$ cat config.mk
export PLATFORM = sky130hd
export DESIGN_NAME = substring_replace_stream_unit_flat
export DESIGN_NICKNAME = d
export VERILOG_FILES = /design/src/rtl/srs_pkg.sv /design/src/rtl/srs_in_if.sv /design/src/rtl/srs_out_if.sv /design/src/rtl/srs_cfg.sv /design/src/rtl/srs_front.sv /design/src/rtl/srs_back.sv /design/src/rtl/substring_replace_stream_unit.sv /design/src/flat_wrapper.sv
export SDC_FILE = /design/constraint.sdc
export NUM_CORES = 1
export LEC_CHECK = 0
export BUFFER_PORTS_ARGS = -buffer_cell sky130_fd_sc_hd__buf_4
export CORE_MARGIN = 5
export CORE_UTILIZATION = 40
export DETAILED_ROUTE_END_ITERATION = 12
export PLACE_DENSITY = 0.68
export RECOVER_POWER = 50
export SYNTH_ARGS = -nofsm -noshare
export SYNTH_HDL_FRONTEND = slang
export SYNTH_SLANG_ARGS = --single-unit
export TNS_END_PERCENT = 20
$ cat constraint.sdc
create_clock -name clk -period 5.9 [get_ports clk]
set_input_delay 0.59 -clock clk [delete_from_list [all_inputs] [get_ports clk]]
set_output_delay 0.59 -clock clk [all_outputs]
set_load 0.02 [all_outputs]
$ cat src/rtl/srs_pkg.sv
`timescale 1ns / 1ps

package srs_pkg;

	localparam int MAX_PATTERN_BYTES     = 8;
	localparam int MAX_REPLACEMENT_BYTES = 8;
	localparam int RESULT_LIMIT          = 8;

	localparam int BYTE_W   = 8;
	localparam int PACK_W   = 64;
	localparam int LEN_W    = 4;
	localparam int WIN_W    = MAX_PATTERN_BYTES * BYTE_W;
	localparam int FILL_W   = $clog2(MAX_PATTERN_BYTES + 1);
	localparam int RLEN_W   = $clog2(MAX_REPLACEMENT_BYTES + 1);
	localparam int RIDX_W   = (MAX_REPLACEMENT_BYTES > 1) ? $clog2(MAX_REPLACEMENT_BYTES) : 1;
	localparam int CNT_W    = $clog2(RESULT_LIMIT + 1);

	localparam int CFG_INDEX_W = 3;
	localparam int CFG_DATA_W  = PACK_W;

	localparam int ITEM_Q_DEPTH = 4;
	localparam int ITEM_Q_AW    = $clog2(ITEM_Q_DEPTH);
	localparam int OUT_Q_DEPTH  = 2;
	localparam int OUT_Q_AW     = $clog2(OUT_Q_DEPTH);

	typedef enum logic [CFG_INDEX_W-1:0] {
		REG_PATTERN_BYTES      = 3'd0,
		REG_PATTERN_LENGTH     = 3'd1,
		REG_REPLACEMENT_BYTES  = 3'd2,
		REG_REPLACEMENT_LENGTH = 3'd3,
		REG_REPLACE_EVERY      = 3'd4
	} reg_idx_t;

	typedef struct packed {
		logic [BYTE_W-1:0] data_byte;
		logic              byte_present;
		logic              end_of_string;
	} item_t;

	typedef struct packed {
		logic  valid;
		item_t item;
	} front_req_t;

	typedef struct packed {
		logic [BYTE_W-1:0] out_byte;
		logic              out_present;
		logic              out_last;
	} res_t;

	// effective values, lengths already clamped into range
	typedef struct packed {
		logic [PACK_W-1:0] pattern_bytes;
		logic [FILL_W-1:0] pattern_length;
		logic [PACK_W-1:0] replacement_bytes;
		logic [RLEN_W-1:0] replacement_length;
		logic              replace_every;
	} cfg_t;

endpackage

$ cat src/rtl/srs_in_if.sv
`timescale 1ns / 1ps

interface srs_in_if;
	logic       valid;
	logic       ready;
	logic [7:0] data_byte;
	logic       byte_present;
	logic       end_of_string;

	modport source (output valid, data_byte, byte_present, end_of_string, input ready);
	modport sink (input valid, data_byte, byte_present, end_of_string, output ready);
endinterface

$ cat src/rtl/srs_out_if.sv
`timescale 1ns / 1ps

interface srs_out_if;
	logic       valid;
	logic       ready;
	logic [7:0] out_byte;
	logic       out_present;
	logic       out_last;

	modport source (output valid, out_byte, out_present, out_last, input ready);
	modport sink (input valid, out_byte, out_present, out_last, output ready);
endinterface

$ cat src/rtl/srs_cfg.sv
`timescale 1ns / 1ps

module srs_cfg (
	input  logic                               clk,
	input  logic                               arst_n,
	input  logic                               cfg_write,
	input  logic [srs_pkg::CFG_INDEX_W-1:0]    cfg_index,
	input  logic [srs_pkg::CFG_DATA_W-1:0]     cfg_data,
	output srs_pkg::cfg_t                      cfg
);

	logic [srs_pkg::PACK_W-1:0] pattern_q;
	logic [srs_pkg::LEN_W-1:0]  plen_q;
	logic [srs_pkg::PACK_W-1:0] repl_q;
	logic [srs_pkg::LEN_W-1:0]  rlen_q;
	logic                       every_q;

	always_ff @(posedge clk or negedge arst_n) begin
		if (!arst_n) begin
			pattern_q <= '0;
			plen_q    <= srs_pkg::LEN_W'(1);
			repl_q    <= '0;
			rlen_q    <= '0;
			every_q   <= 1'b1;
		end else if (cfg_write) begin
			case (srs_pkg::reg_idx_t'(cfg_index))
				srs_pkg::REG_PATTERN_BYTES:      pattern_q <= cfg_data;
				srs_pkg::REG_PATTERN_LENGTH:     plen_q    <= cfg_data[srs_pkg::LEN_W-1:0];
				srs_pkg::REG_REPLACEMENT_BYTES:  repl_q    <= cfg_data;
				srs_pkg::REG_REPLACEMENT_LENGTH: rlen_q    <= cfg_data[srs_pkg::LEN_W-1:0];
				srs_pkg::REG_REPLACE_EVERY:      every_q   <= cfg_data[0];
				default: ;
			endcase
		end
	end

	// zero length pattern behaves as one byte; over-long lengths saturate
	always_comb begin
		cfg.pattern_bytes     = pattern_q;
		cfg.replacement_bytes = repl_q;
		cfg.replace_every     = every_q;
		if (plen_q == '0)
			cfg.pattern_length = srs_pkg::FILL_W'(1);
		else if (plen_q > srs_pkg::LEN_W'(srs_pkg::MAX_PATTERN_BYTES))
			cfg.pattern_length = srs_pkg::FILL_W'(srs_pkg::MAX_PATTERN_BYTES);
		else
			cfg.pattern_length = srs_pkg::FILL_W'(plen_q);
		if (rlen_q > srs_pkg::LEN_W'(srs_pkg::MAX_REPLACEMENT_BYTES))
			cfg.replacement_length = srs_pkg::RLEN_W'(srs_pkg::MAX_REPLACEMENT_BYTES);
		else
			cfg.replacement_length = srs_pkg::RLEN_W'(rlen_q);
	end

endmodule

$ cat src/rtl/srs_front.sv
`timescale 1ns / 1ps

module srs_front (
	input  logic                clk,
	input  logic                arst_n,
	srs_in_if.sink              feed,
	input  logic                pop,
	output srs_pkg::front_req_t head
);

	srs_pkg::item_t                 mem_q [srs_pkg::ITEM_Q_DEPTH];
	logic [srs_pkg::ITEM_Q_AW-1:0]  wr_ptr_q;
	logic [srs_pkg::ITEM_Q_AW-1:0]  rd_ptr_q;
	logic [srs_pkg::ITEM_Q_AW:0]    cnt_q;
	logic                           accept;
	logic                           keep;
	logic                           take;
	srs_pkg::item_t                 in_item;

	assign feed.ready = (cnt_q != (srs_pkg::ITEM_Q_AW + 1)'(srs_pkg::ITEM_Q_DEPTH));
	assign accept     = feed.valid && feed.ready;
	// requests with neither a byte nor an end mark change nothing: drop them here
	assign keep       = accept && (feed.byte_present || feed.end_of_string);
	assign take       = pop && (cnt_q != '0);

	assign in_item.data_byte     = feed.data_byte;
	assign in_item.byte_present  = feed.byte_present;
	assign in_item.end_of_string = feed.end_of_string;

	assign head.valid = (cnt_q != '0);
	assign head.item  = mem_q[rd_ptr_q];

	always_ff @(posedge clk) begin
		if (keep)
			mem_q[wr_ptr_q] <= in_item;
	end

	always_ff @(posedge clk or negedge arst_n) begin
		if (!arst_n) begin
			wr_ptr_q <= '0;
			rd_ptr_q <= '0;
			cnt_q    <= '0;
		end else begin
			if (keep)
				wr_ptr_q <= wr_ptr_q + 1'b1;
			if (take)
				rd_ptr_q <= rd_ptr_q + 1'b1;
			if (keep && !take)
				cnt_q <= cnt_q + 1'b1;
			else if (take && !keep)
				cnt_q <= cnt_q - 1'b1;
		end
	end

endmodule

$ cat src/rtl/srs_back.sv
`timescale 1ns / 1ps

module srs_back (
	input  logic                clk,
	input  logic                arst_n,
	input  srs_pkg::front_req_t head,
	output logic                pop,
	input  srs_pkg::cfg_t       cfg,
	srs_out_if.source           result
);

	typedef enum logic [2:0] {
		ACT_NONE,
		ACT_RELEASE,
		ACT_REPL,
		ACT_DELETE,
		ACT_END
	} act_t;

	function automatic logic [srs_pkg::MAX_PATTERN_BYTES-1:0] lanes_below(
		input logic [srs_pkg::FILL_W-1:0] n
	);
		logic [srs_pkg::MAX_PATTERN_BYTES-1:0] m;
		for (int i = 0; i < srs_pkg::MAX_PATTERN_BYTES; i++)
			m[i] = (srs_pkg::FILL_W'(i) < n);
		return m;
	endfunction

	function automatic logic [srs_pkg::MAX_PATTERN_BYTES-1:0] lane_eq(
		input logic [srs_pkg::WIN_W-1:0]  win,
		input logic [srs_pkg::PACK_W-1:0] pat
	);
		logic [srs_pkg::MAX_PATTERN_BYTES-1:0] e;
		for (int i = 0; i < srs_pkg::MAX_PATTERN_BYTES; i++)
			e[i] = (win[i*srs_pkg::BYTE_W +: srs_pkg::BYTE_W] ==
				pat[i*srs_pkg::BYTE_W +: srs_pkg::BYTE_W]);
		return e;
	endfunction

	// window and sequencer state
	logic [srs_pkg::WIN_W-1:0]  win_q;
	logic [srs_pkg::FILL_W-1:0] fill_q;
	logic                       done_q;
	logic                       busy_q;
	logic                       last_q;
	logic                       flush_q;
	logic                       rep_q;
	logic [srs_pkg::RIDX_W-1:0] ridx_q;
	logic [srs_pkg::CNT_W-1:0]  cnt_q;
	logic                       hold_v_q;
	logic [srs_pkg::BYTE_W-1:0] hold_byte_q;

	// result queue
	srs_pkg::res_t                oq_mem_q [srs_pkg::OUT_Q_DEPTH];
	logic [srs_pkg::OUT_Q_AW-1:0] oq_wr_q;
	logic [srs_pkg::OUT_Q_AW-1:0] oq_rd_q;
	logic [srs_pkg::OUT_Q_AW:0]   oq_cnt_q;

	logic                                  go;
	logic                                  flush_only;
	logic [srs_pkg::MAX_PATTERN_BYTES-1:0] cur_eq;
	logic                                  cur_prefix;
	logic                                  cur_stable;
	logic                                  cur_idle;
	logic                                  active;

	logic [srs_pkg::WIN_W-1:0]             w_win;
	logic [srs_pkg::FILL_W-1:0]            w_fill;
	logic                                  w_last;
	logic                                  w_flush;
	logic                                  w_rep;
	logic [srs_pkg::RIDX_W-1:0]            w_ridx;
	logic [srs_pkg::CNT_W-1:0]             w_cnt;
	logic [srs_pkg::MAX_PATTERN_BYTES-1:0] w_eq;
	logic                                  w_match;
	logic                                  w_prefix;

	act_t                                  act;
	logic                                  start_flush;
	logic                                  rep_last;
	logic [srs_pkg::BYTE_W-1:0]            rep_byte;
	logic [srs_pkg::BYTE_W-1:0]            emit_byte;
	logic                                  emits;
	logic [srs_pkg::WIN_W-1:0]             win_n;
	logic [srs_pkg::FILL_W-1:0]            fill_n;
	logic                                  rep_n;
	logic [srs_pkg::RIDX_W-1:0]            ridx_n;
	logic                                  oq_push;
	srs_pkg::res_t                         oq_entry;
	logic                                  oq_pop;

	assign go         = (oq_cnt_q != (srs_pkg::OUT_Q_AW + 1)'(srs_pkg::OUT_Q_DEPTH));
	assign flush_only = done_q && !cfg.replace_every;

	// current window settled: empty, or a proper prefix of the pattern outside flush-only mode
	assign cur_eq     = lane_eq(win_q, cfg.pattern_bytes);
	assign cur_prefix = (fill_q < cfg.pattern_length) && (&(cur_eq | ~lanes_below(fill_q)));
	assign cur_stable = (fill_q == '0) || (!flush_only && cur_prefix);
	assign cur_idle   = !busy_q || (!last_q && !rep_q && cur_stable);

	assign pop    = cur_idle && head.valid && go;
	assign active = pop || (go && busy_q && !cur_idle);

	// working view: freshly taken request, or the one in progress
	always_comb begin
		if (pop) begin
			for (int i = 0; i < srs_pkg::MAX_PATTERN_BYTES; i++)
				w_win[i*srs_pkg::BYTE_W +: srs_pkg::BYTE_W] =
					(head.item.byte_present && fill_q == srs_pkg::FILL_W'(i)) ?
					head.item.data_byte : win_q[i*srs_pkg::BYTE_W +: srs_pkg::BYTE_W];
			w_fill  = fill_q + srs_pkg::FILL_W'(head.item.byte_present);
			w_last  = head.item.end_of_string;
			w_flush = !head.item.byte_present;
			w_rep   = 1'b0;
			w_ridx  = '0;
			w_cnt   = '0;
		end else begin
			w_win   = win_q;
			w_fill  = fill_q;
			w_last  = last_q;
			w_flush = flush_q;
			w_rep   = rep_q;
			w_ridx  = ridx_q;
			w_cnt   = cnt_q;
		end
	end

	assign w_eq     = lane_eq(w_win, cfg.pattern_bytes);
	assign w_match  = (w_fill >= cfg.pattern_length) &&
		(&(w_eq | ~lanes_below(cfg.pattern_length)));
	assign w_prefix = (w_fill < cfg.pattern_length) && (&(w_eq | ~lanes_below(w_fill)));

	// one scan step per cycle while the result queue has room
	always_comb begin
		act         = ACT_RELEASE;
		start_flush = 1'b0;
		if (w_rep)
			act = ACT_REPL;
		else if (w_flush)
			act = (w_fill != '0) ? ACT_RELEASE : ACT_END;
		else if (w_fill == '0)
			act = w_last ? ACT_END : ACT_NONE;
		else if (flush_only)
			act = ACT_RELEASE;
		else if (w_match)
			act = (cfg.replacement_length == '0) ? ACT_DELETE : ACT_REPL;
		else if (w_prefix) begin
			if (w_last) begin
				act         = ACT_RELEASE;
				start_flush = 1'b1;
			end else begin
				act = ACT_NONE;
			end
		end
	end

	assign rep_last  = (srs_pkg::RLEN_W'(w_ridx) == cfg.replacement_length - srs_pkg::RLEN_W'(1));
	assign rep_byte  = srs_pkg::BYTE_W'(cfg.replacement_bytes >> {w_ridx, 3'b000});
	assign emit_byte = (act == ACT_REPL) ? rep_byte : w_win[srs_pkg::BYTE_W-1:0];
	// results past the limit of one request are dropped
	assign emits     = ((act == ACT_RELEASE) || (act == ACT_REPL)) &&
		(w_cnt != srs_pkg::CNT_W'(srs_pkg::RESULT_LIMIT));
	assign rep_n     = (act == ACT_REPL) && !rep_last;
	assign ridx_n    = rep_n ? w_ridx + 1'b1 : '0;

	always_comb begin
		win_n  = w_win;
		fill_n = w_fill;
		case (act)
			ACT_RELEASE: begin
				win_n  = w_win >> srs_pkg::BYTE_W;
				fill_n = w_fill - 1'b1;
			end
			ACT_REPL: begin
				if (rep_last) begin
					win_n  = w_win >> {cfg.pattern_length, 3'b000};
					fill_n = w_fill - cfg.pattern_length;
				end
			end
			ACT_DELETE: begin
				win_n  = w_win >> {cfg.pattern_length, 3'b000};
				fill_n = w_fill - cfg.pattern_length;
			end
			default: ;
		endcase
	end

	// end-of-string results wait in the hold slot for the next one or the end, so the final one gets its mark
	always_comb begin
		oq_push  = 1'b0;
		oq_entry = '0;
		if (active) begin
			if (act == ACT_END) begin
				oq_push              = 1'b1;
				oq_entry.out_byte    = hold_v_q ? hold_byte_q : '0;
				oq_entry.out_present = hold_v_q;
				oq_entry.out_last    = 1'b1;
			end else if (emits && !w_last) begin
				oq_push              = 1'b1;
				oq_entry.out_byte    = emit_byte;
				oq_entry.out_present = 1'b1;
			end else if (emits && hold_v_q) begin
				oq_push              = 1'b1;
				oq_entry.out_byte    = hold_byte_q;
				oq_entry.out_present = 1'b1;
			end
		end
	end

	always_ff @(posedge clk) begin
		if (active) begin
			win_q <= win_n;
			if (emits && w_last)
				hold_byte_q <= emit_byte;
		end
	end

	always_ff @(posedge clk or negedge arst_n) begin
		if (!arst_n) begin
			fill_q   <= '0;
			done_q   <= 1'b0;
			busy_q   <= 1'b0;
			last_q   <= 1'b0;
			flush_q  <= 1'b0;
			rep_q    <= 1'b0;
			ridx_q   <= '0;
			cnt_q    <= '0;
			hold_v_q <= 1'b0;
		end else if (active) begin
			fill_q  <= fill_n;
			busy_q  <= (act != ACT_NONE) && (act != ACT_END);
			last_q  <= w_last;
			flush_q <= (act != ACT_END) && (w_flush || start_flush);
			rep_q   <= rep_n;
			ridx_q  <= ridx_n;
			cnt_q   <= w_cnt + srs_pkg::CNT_W'(emits);
			if (act == ACT_END)
				done_q <= 1'b0;
			else if ((act == ACT_REPL) || (act == ACT_DELETE))
				done_q <= 1'b1;
			if (act == ACT_END)
				hold_v_q <= 1'b0;
			else if (emits && w_last)
				hold_v_q <= 1'b1;
		end else if (busy_q && cur_idle) begin
			busy_q <= 1'b0;
		end
	end

	// result queue
	assign oq_pop             = result.valid && result.ready;
	assign result.valid       = (oq_cnt_q != '0);
	assign result.out_byte    = oq_mem_q[oq_rd_q].out_byte;
	assign result.out_present = oq_mem_q[oq_rd_q].out_present;
	assign result.out_last    = oq_mem_q[oq_rd_q].out_last;

	always_ff @(posedge clk) begin
		if (oq_push)
			oq_mem_q[oq_wr_q] <= oq_entry;
	end

	always_ff @(posedge clk or negedge arst_n) begin
		if (!arst_n) begin
			oq_wr_q  <= '0;
			oq_rd_q  <= '0;
			oq_cnt_q <= '0;
		end else begin
			if (oq_push)
				oq_wr_q <= oq_wr_q + 1'b1;
			if (oq_pop)
				oq_rd_q <= oq_rd_q + 1'b1;
			if (oq_push && !oq_pop)
				oq_cnt_q <= oq_cnt_q + 1'b1;
			else if (oq_pop && !oq_push)
				oq_cnt_q <= oq_cnt_q - 1'b1;
		end
	end

	a_rep_busy : assert property (@(posedge clk) disable iff (!arst_n)
		rep_q |-> busy_q)
		else $error("replacement in flight with no request open");

	a_hold_end : assert property (@(posedge clk) disable iff (!arst_n)
		hold_v_q |-> (busy_q && last_q))
		else $error("held result outside an end-of-string request");

	a_flush_end : assert property (@(posedge clk) disable iff (!arst_n)
		flush_q |-> (busy_q && last_q))
		else $error("flush outside an end-of-string request");

	a_no_take_open_end : assert property (@(posedge clk) disable iff (!arst_n)
		pop |-> !(busy_q && last_q))
		else $error("new request taken before end of string was closed");

	a_fill_range : assert property (@(posedge clk) disable iff (!arst_n)
		fill_q <= srs_pkg::FILL_W'(srs_pkg::MAX_PATTERN_BYTES))
		else $error("window fill out of range");

endmodule

$ cat src/rtl/substring_replace_stream_unit.sv
`timescale 1ns / 1ps

// Channel   Dir  Request payload                              Taken when
// feed      in   data_byte[7:0] byte_present end_of_string    feed.valid && feed.ready
// result    out  out_byte[7:0] out_present out_last           result.valid && result.ready
// cfg       in   cfg_index[2:0] cfg_data[63:0]                cfg_write
//
// A request is worked off in scan steps, at least one: a step releases one byte, sends
// one replacement byte or deletes one match, and the first step shares the cycle that takes
// the request. A closing request ends with a step that sends its marked result.
// The output port (one result per cycle while result.ready is high) sets the rate.
// A request passes the registered request queue, its results the registered result queue.
// Reset is asynchronous and active low; no clearing pass, the block takes requests at once.
// The request queue and the result queue stall each side on its own.

module substring_replace_stream_unit (
	input  logic                             clk,
	input  logic                             arst_n,
	srs_in_if.sink                           feed,
	srs_out_if.source                        result,
	input  logic                             cfg_write,
	input  logic [srs_pkg::CFG_INDEX_W-1:0]  cfg_index,
	input  logic [srs_pkg::CFG_DATA_W-1:0]   cfg_data
);

	srs_pkg::cfg_t       cfg;
	srs_pkg::front_req_t head;
	logic                pop;

	// register bank; lengths leave it already clamped
	srs_cfg u_cfg (
		.clk       (clk),
		.arst_n    (arst_n),
		.cfg_write (cfg_write),
		.cfg_index (cfg_index),
		.cfg_data  (cfg_data),
		.cfg       (cfg)
	);

	// front: takes requests, drops empty ones, queues the rest
	srs_front u_front (
		.clk    (clk),
		.arst_n (arst_n),
		.feed   (feed),
		.pop    (pop),
		.head   (head)
	);

	// back: window, match sequencer, end-of-string hold and result queue
	srs_back u_back (
		.clk    (clk),
		.arst_n (arst_n),
		.head   (head),
		.pop    (pop),
		.cfg    (cfg),
		.result (result)
	);

endmodule
$ cat src/flat_wrapper.sv
// flat-port wrapper written by rule: the top's interface ports become plain ports
module substring_replace_stream_unit_flat 
  (clk, arst_n, cfg_write, cfg_index, cfg_data, feed_valid, feed_data_byte, feed_byte_present, feed_end_of_string, feed_ready, result_valid, result_out_byte, result_out_present, result_out_last, result_ready);
  srs_in_if feed_i ();
  srs_out_if result_i ();
  input  logic clk;
  input  logic arst_n;
  input  logic cfg_write;
  input  logic [srs_pkg::CFG_INDEX_W-1:0] cfg_index;
  input  logic [srs_pkg::CFG_DATA_W-1:0] cfg_data;
  input wire logic [$bits(feed_i.valid)-1:0] feed_valid;
  input wire logic [$bits(feed_i.data_byte)-1:0] feed_data_byte;
  input wire logic [$bits(feed_i.byte_present)-1:0] feed_byte_present;
  input wire logic [$bits(feed_i.end_of_string)-1:0] feed_end_of_string;
  output wire logic [$bits(feed_i.ready)-1:0] feed_ready;
  output wire logic [$bits(result_i.valid)-1:0] result_valid;
  output wire logic [$bits(result_i.out_byte)-1:0] result_out_byte;
  output wire logic [$bits(result_i.out_present)-1:0] result_out_present;
  output wire logic [$bits(result_i.out_last)-1:0] result_out_last;
  input wire logic [$bits(result_i.ready)-1:0] result_ready;
  assign feed_i.valid = feed_valid;
  assign feed_i.data_byte = feed_data_byte;
  assign feed_i.byte_present = feed_byte_present;
  assign feed_i.end_of_string = feed_end_of_string;
  assign feed_ready = feed_i.ready;
  assign result_valid = result_i.valid;
  assign result_out_byte = result_i.out_byte;
  assign result_out_present = result_i.out_present;
  assign result_out_last = result_i.out_last;
  assign result_i.ready = result_ready;
  substring_replace_stream_unit u_core (.clk(clk), .arst_n(arst_n), .feed(feed_i), .result(result_i), .cfg_write(cfg_write), .cfg_index(cfg_index), .cfg_data(cfg_data));
endmodule
==> flow_summary.yaml <==
clocking:
  cts_buffers: 31
  clock_sinks: 297
  h-tree-depth: 1
  cts_tree: "built"
  clk_root_buffer_cell: "clkbuf_16"
  clk_transition_reported_paths_ns: 0.07
  clkLatencyLatePin_ns: 0.61
  clk_path_buf_depth: 3
  holdBufCountCts: 0
yosys:
  ys.flop_type: "dfrtp_1"
  synth_area_sq_um: 18000
  yosys_warnings: 0
  synth-seq-cells: 297
  synthArstFlopShare_pct: 55.6
  synth_cells: 1703
  ys_seq_area_share_pct: 44.9
  synth.net_count: 1805
  synth_cell_types: 84
  avgSynthCellArea_sq_um: 10.6
  synth_edf_count: 132
detailed_routing:
  antenna_left: 0
  vias: 15200
  vias_per_cell: 6.08
  wl_per_cell_microns: 25.5
  drt-initial-drc-count: 1896
  post-route-drc-count: 0
  dr.pass1.iters: 6
  wirelength_mm: 63.7
critical_path:
  crit_family: "simple AND/OR/NAND/NOR gates"
  cp_cell_sequence: "xor2_1 -> nor4_2 -> a21oi_1 -> or3_1 -> buf_4 -> nor4_1 -> buf_4 -> a2bb2oi_1 -> nor2_1 -> buf_4 -> o32ai_1 -> buf_4 -> nor2_1 -> or4_4 -> o211ai_4 -> xnor2_2 -> o41a_1 -> buf_4 -> nor2b_4 -> buf_12"
  cpMostUsedCell: "buf_4"
  crit_slowest_cell: "nor4_2"
  path_buf_inv: 6
  r2r_slack_ns: 0.11
  reg2reg_to: "u_core.u_back.oq_mem_q[1][9]"
  cp-start-kind: "flop"
  required_ns: 6.19
  crit_arrival_ns: 6.08
  worstSetupPathType: "flop to flop"
  crit_path_end_kind: "flop"
  reg2regPathDepth: 20
  r2r_start: "u_core.u_back.win_q[37]"
  worstPathMaxFanout: 10
  crit_start: "u_core.u_back.win_q[37]"
  cpPeakStageDelay_ns: 0.53
final_layout:
  drive_above_1_share_pct: 26.2
  antenna-diode-count: 0
  nNetsFinal: 1981
  syn2layout_area_growth_pct: 18.9
  fin_area_sq_um: 21400
sta:
  relSlewSlack_pct: -169
  fin_crit_sh_pct: 98.1
  min_period_ns: 5.79
  skew_ns: 0.0385
  drv_slew: 216
  setup_viol: 0
  tightest_slew_ns: 4.04
  max_freq_mhz: 173
  final.setup.worst_slack_ns: 0.110
  finalHoldViolations: 0
run:
  drv_cap: 3
global_routing:
  antenna_found_initial: 2
  grt_max_degree: 76
  grt_pass1_wl_mm: 94.7
  grt_pass1_vias: 14800
  overflow: 0
  grt.total_usage_pct: 24.7
floorplanning:
  chipHeight_microns: 222
  die_x_microns: 222
  fp-row-count: 77
  start_util_pct: 40.5
  die_area_sq_um: 49400
  pin_count: 94
  core_area_sq_um: 44400
place:
  port_buffers: 93
  dp_hpwl_mm: 47.8
  dp_slack_ns: -0.0756
  gp_congestion: 1.02
  postPlaceCellArea_sq_um: 20400
power:
  power.density_nw_per_um2: 500
  p_leak_nw: 8.52
  combPwrFrac_pct: 47.6
  pwr-share-seq_pct: 34.2
  swShare_pct: 42.3
  intPower_mw: 6.18
  ir_worst_vdd_mv: 0.365
  switchingPower_mw: 4.53
  power_frac_clock_pct: 18.2
hold_path:
  min_path_cells: 2
  hp-start: "cfg_data[33]"
  hold_class: "primary input to flop"
  min_to: "u_core.u_cfg.pattern_q[33]"
run_status:
  violations: "max-capacitance violations, max-slew violations"
  status: "complete, but fails checks"
## stage by stage
stage | util, % | hold WS [ns] | std cells | total power, mW | TNS [ns]
after floorplan | - | 0.294 | 1703 | 6.64 | 0
after global placement | 45.8 | 0.476 | 2436 | 8.45 | -1.40
after detailed placement | 45.8 | 0.494 | 2436 | 8.53 | -1.50
after CTS | 48.1 | 0.0330 | 2494 | 10.5 | 0
after global routing | 48.2 | 0.221 | 2496 | 11.2 | -0.197
final | 48.2 | 0.230 | 2496 | 10.7 | 0
## per-layer routing
| layer | GRT usage [%] | vias up | wire length, microns |
|---|---|---|---|
| met5 | 0 | - | 7 |
| met4 | 8.67 | 2 | 2710 |
| met3 | 5.31 | 152 | 6100 |
| met2 | 38.4 | 806 | 28500 |
| met1 | 34.3 | 7541 | 26400 |
| li1 | - | 6672 | - |
## worst register-to-register path: stages, from the launching register on
cell and delay [ns]:
edfxtp_1 0.46, xor2_1 0.18, nor4_2 0.53, a21oi_1 0.18, or3_1 0.49, buf_4 0.20
nor4_1 0.47, buf_4 0.21, a2bb2oi_1 0.15, nor2_1 0.11, buf_4 0.19, o32ai_1 0.31
buf_4 0.18, nor2_1 0.05, or4_4 0.53, o211ai_4 0.23, xnor2_2 0.09, o41a_1 0.45
buf_4 0.18, nor2b_4 0.13, buf_12 0.14
## what timing repair did
item | 4_1_cts | 5_1_grt
setup endpoints to repair | 52 | 113
pin swaps | 0 | 5
endpoints found under the hold margin | 0 | 0
buffers inserted | 0 | 2
resized for setup | 2 | 14
## cell usage in the layout (no fill, tap or decap), types with 40 or more instances in the layout
master | synthesis | layout
buf_4 | 2 | 226
nand2_1 | 176 | 176
dfrtp_1 | 163 | 162
mux2_2 | 158 | 158
mux2i_1 | 142 | 142
edfxtp_1 | 132 | 132
nor2_1 | 105 | 104
a21oi_1 | 83 | 83
xnor2_1 | 76 | 75
xor2_1 | 54 | 54
o21ai_0 | 55 | 52
inv_1 | 43 | 42
o221ai_1 | 40 | 40
## sequential cells by signal, summed over array words and instances (netlist names), 2 cells and up
signal	flops
u_core.u_back.cnt_q	4
u_core.u_back.fill_q	4
u_core.u_back.hold_byte_q	8
u_core.u_back.oq_cnt_q	2
u_core.u_back.oq_mem_q	20
u_core.u_back.ridx_q	3
u_core.u_back.win_q	64
u_core.u_cfg.pattern_q	64
u_core.u_cfg.plen_q	4
u_core.u_cfg.repl_q	64
u_core.u_cfg.rlen_q	4
u_core.u_front.cnt_q	3
u_core.u_front.mem_q	40
u_core.u_front.rd_ptr_q	2
u_core.u_front.wr_ptr_q	2
## how the worst max path moves through the flow
stage	slack, ns	endpoint	cells past startpoint
finish	0.11	u_core.u_back.oq_mem_q[1][9]	20
global route	-0.05	u_core.u_back.win_q[29]	28
CTS	0.07	u_core.u_back.fill_q[3]	27
detailed placement	-0.08	u_core.u_back.oq_mem_q[1][8]	19
global placement	-0.08	u_core.u_back.oq_mem_q[1][3]	19
floorplan	0.02	u_core.u_back.oq_cnt_q[1]	28
## final cells by class
class	count	area, sq um
clock inverters	17	119
clock buffers	41	886
fillers	4083	23000
flip-flops and latches	297	8100
multi-input cells	1251	9460
well taps	592	741
repair buffers	251	1940
inverters	47	176
## power groups by stage
stage          Clock (mW)  Combinational [mW]  Sequential (mW)
3_5_place_dp            0                4.85             3.68
2_1_floorplan           0                3.23             3.41
3_3_place_gp            0                4.79             3.65
5_1_grt              2.05                5.44             3.70
4_1_cts              1.97                4.89             3.64
6_report             1.95                5.10             3.67
## cells by family after synthesis
logic type,share of synthesized area [%]
xor+xnor,6.32
fa+ha+maj,1.47
simple gates,11.9
buf+inv,3.32
mux,19.2
flops,44.9
compound gates,12.8
## cell usage after synthesis, types with 7 or more instances
master / number / area, sq um
or3_1: 10 / 62.6
nor2_1: 105 / 394
ha_1: 18 / 225
dfrtp_1: 163 / 4080
o21ai_0: 55 / 275
and2_1: 11 / 68.8
xor2_1: 54 / 473
nor4_1: 14 / 87.6
inv_1: 43 / 161
a22oi_1: 13 / 97.6
xnor2_1: 76 / 666
mux4_2: 11 / 248
edfxtp_1: 132 / 3960
a21oi_1: 83 / 415
mux2_2: 158 / 1780
a211oi_1: 7 / 52.6
and3_1: 15 / 93.8
buf_2: 7 / 35.0
a31oi_1: 14 / 87.6
a32o_1: 9 / 90.1
nor2b_1: 12 / 75.1
nand3_1: 21 / 105
nand2_1: 176 / 661
nor3_1: 31 / 155
clkbuf_1: 87 / 327
or2_2: 11 / 68.8
nand4_1: 21 / 131
o221ai_1: 40 / 350
nand2b_1: 14 / 87.6
o22ai_1: 19 / 119
o211ai_1: 14 / 105
buf_1: 12 / 45.0
mux2i_1: 142 / 1420
Note: power is estimated with default switching activity, not from simulation.
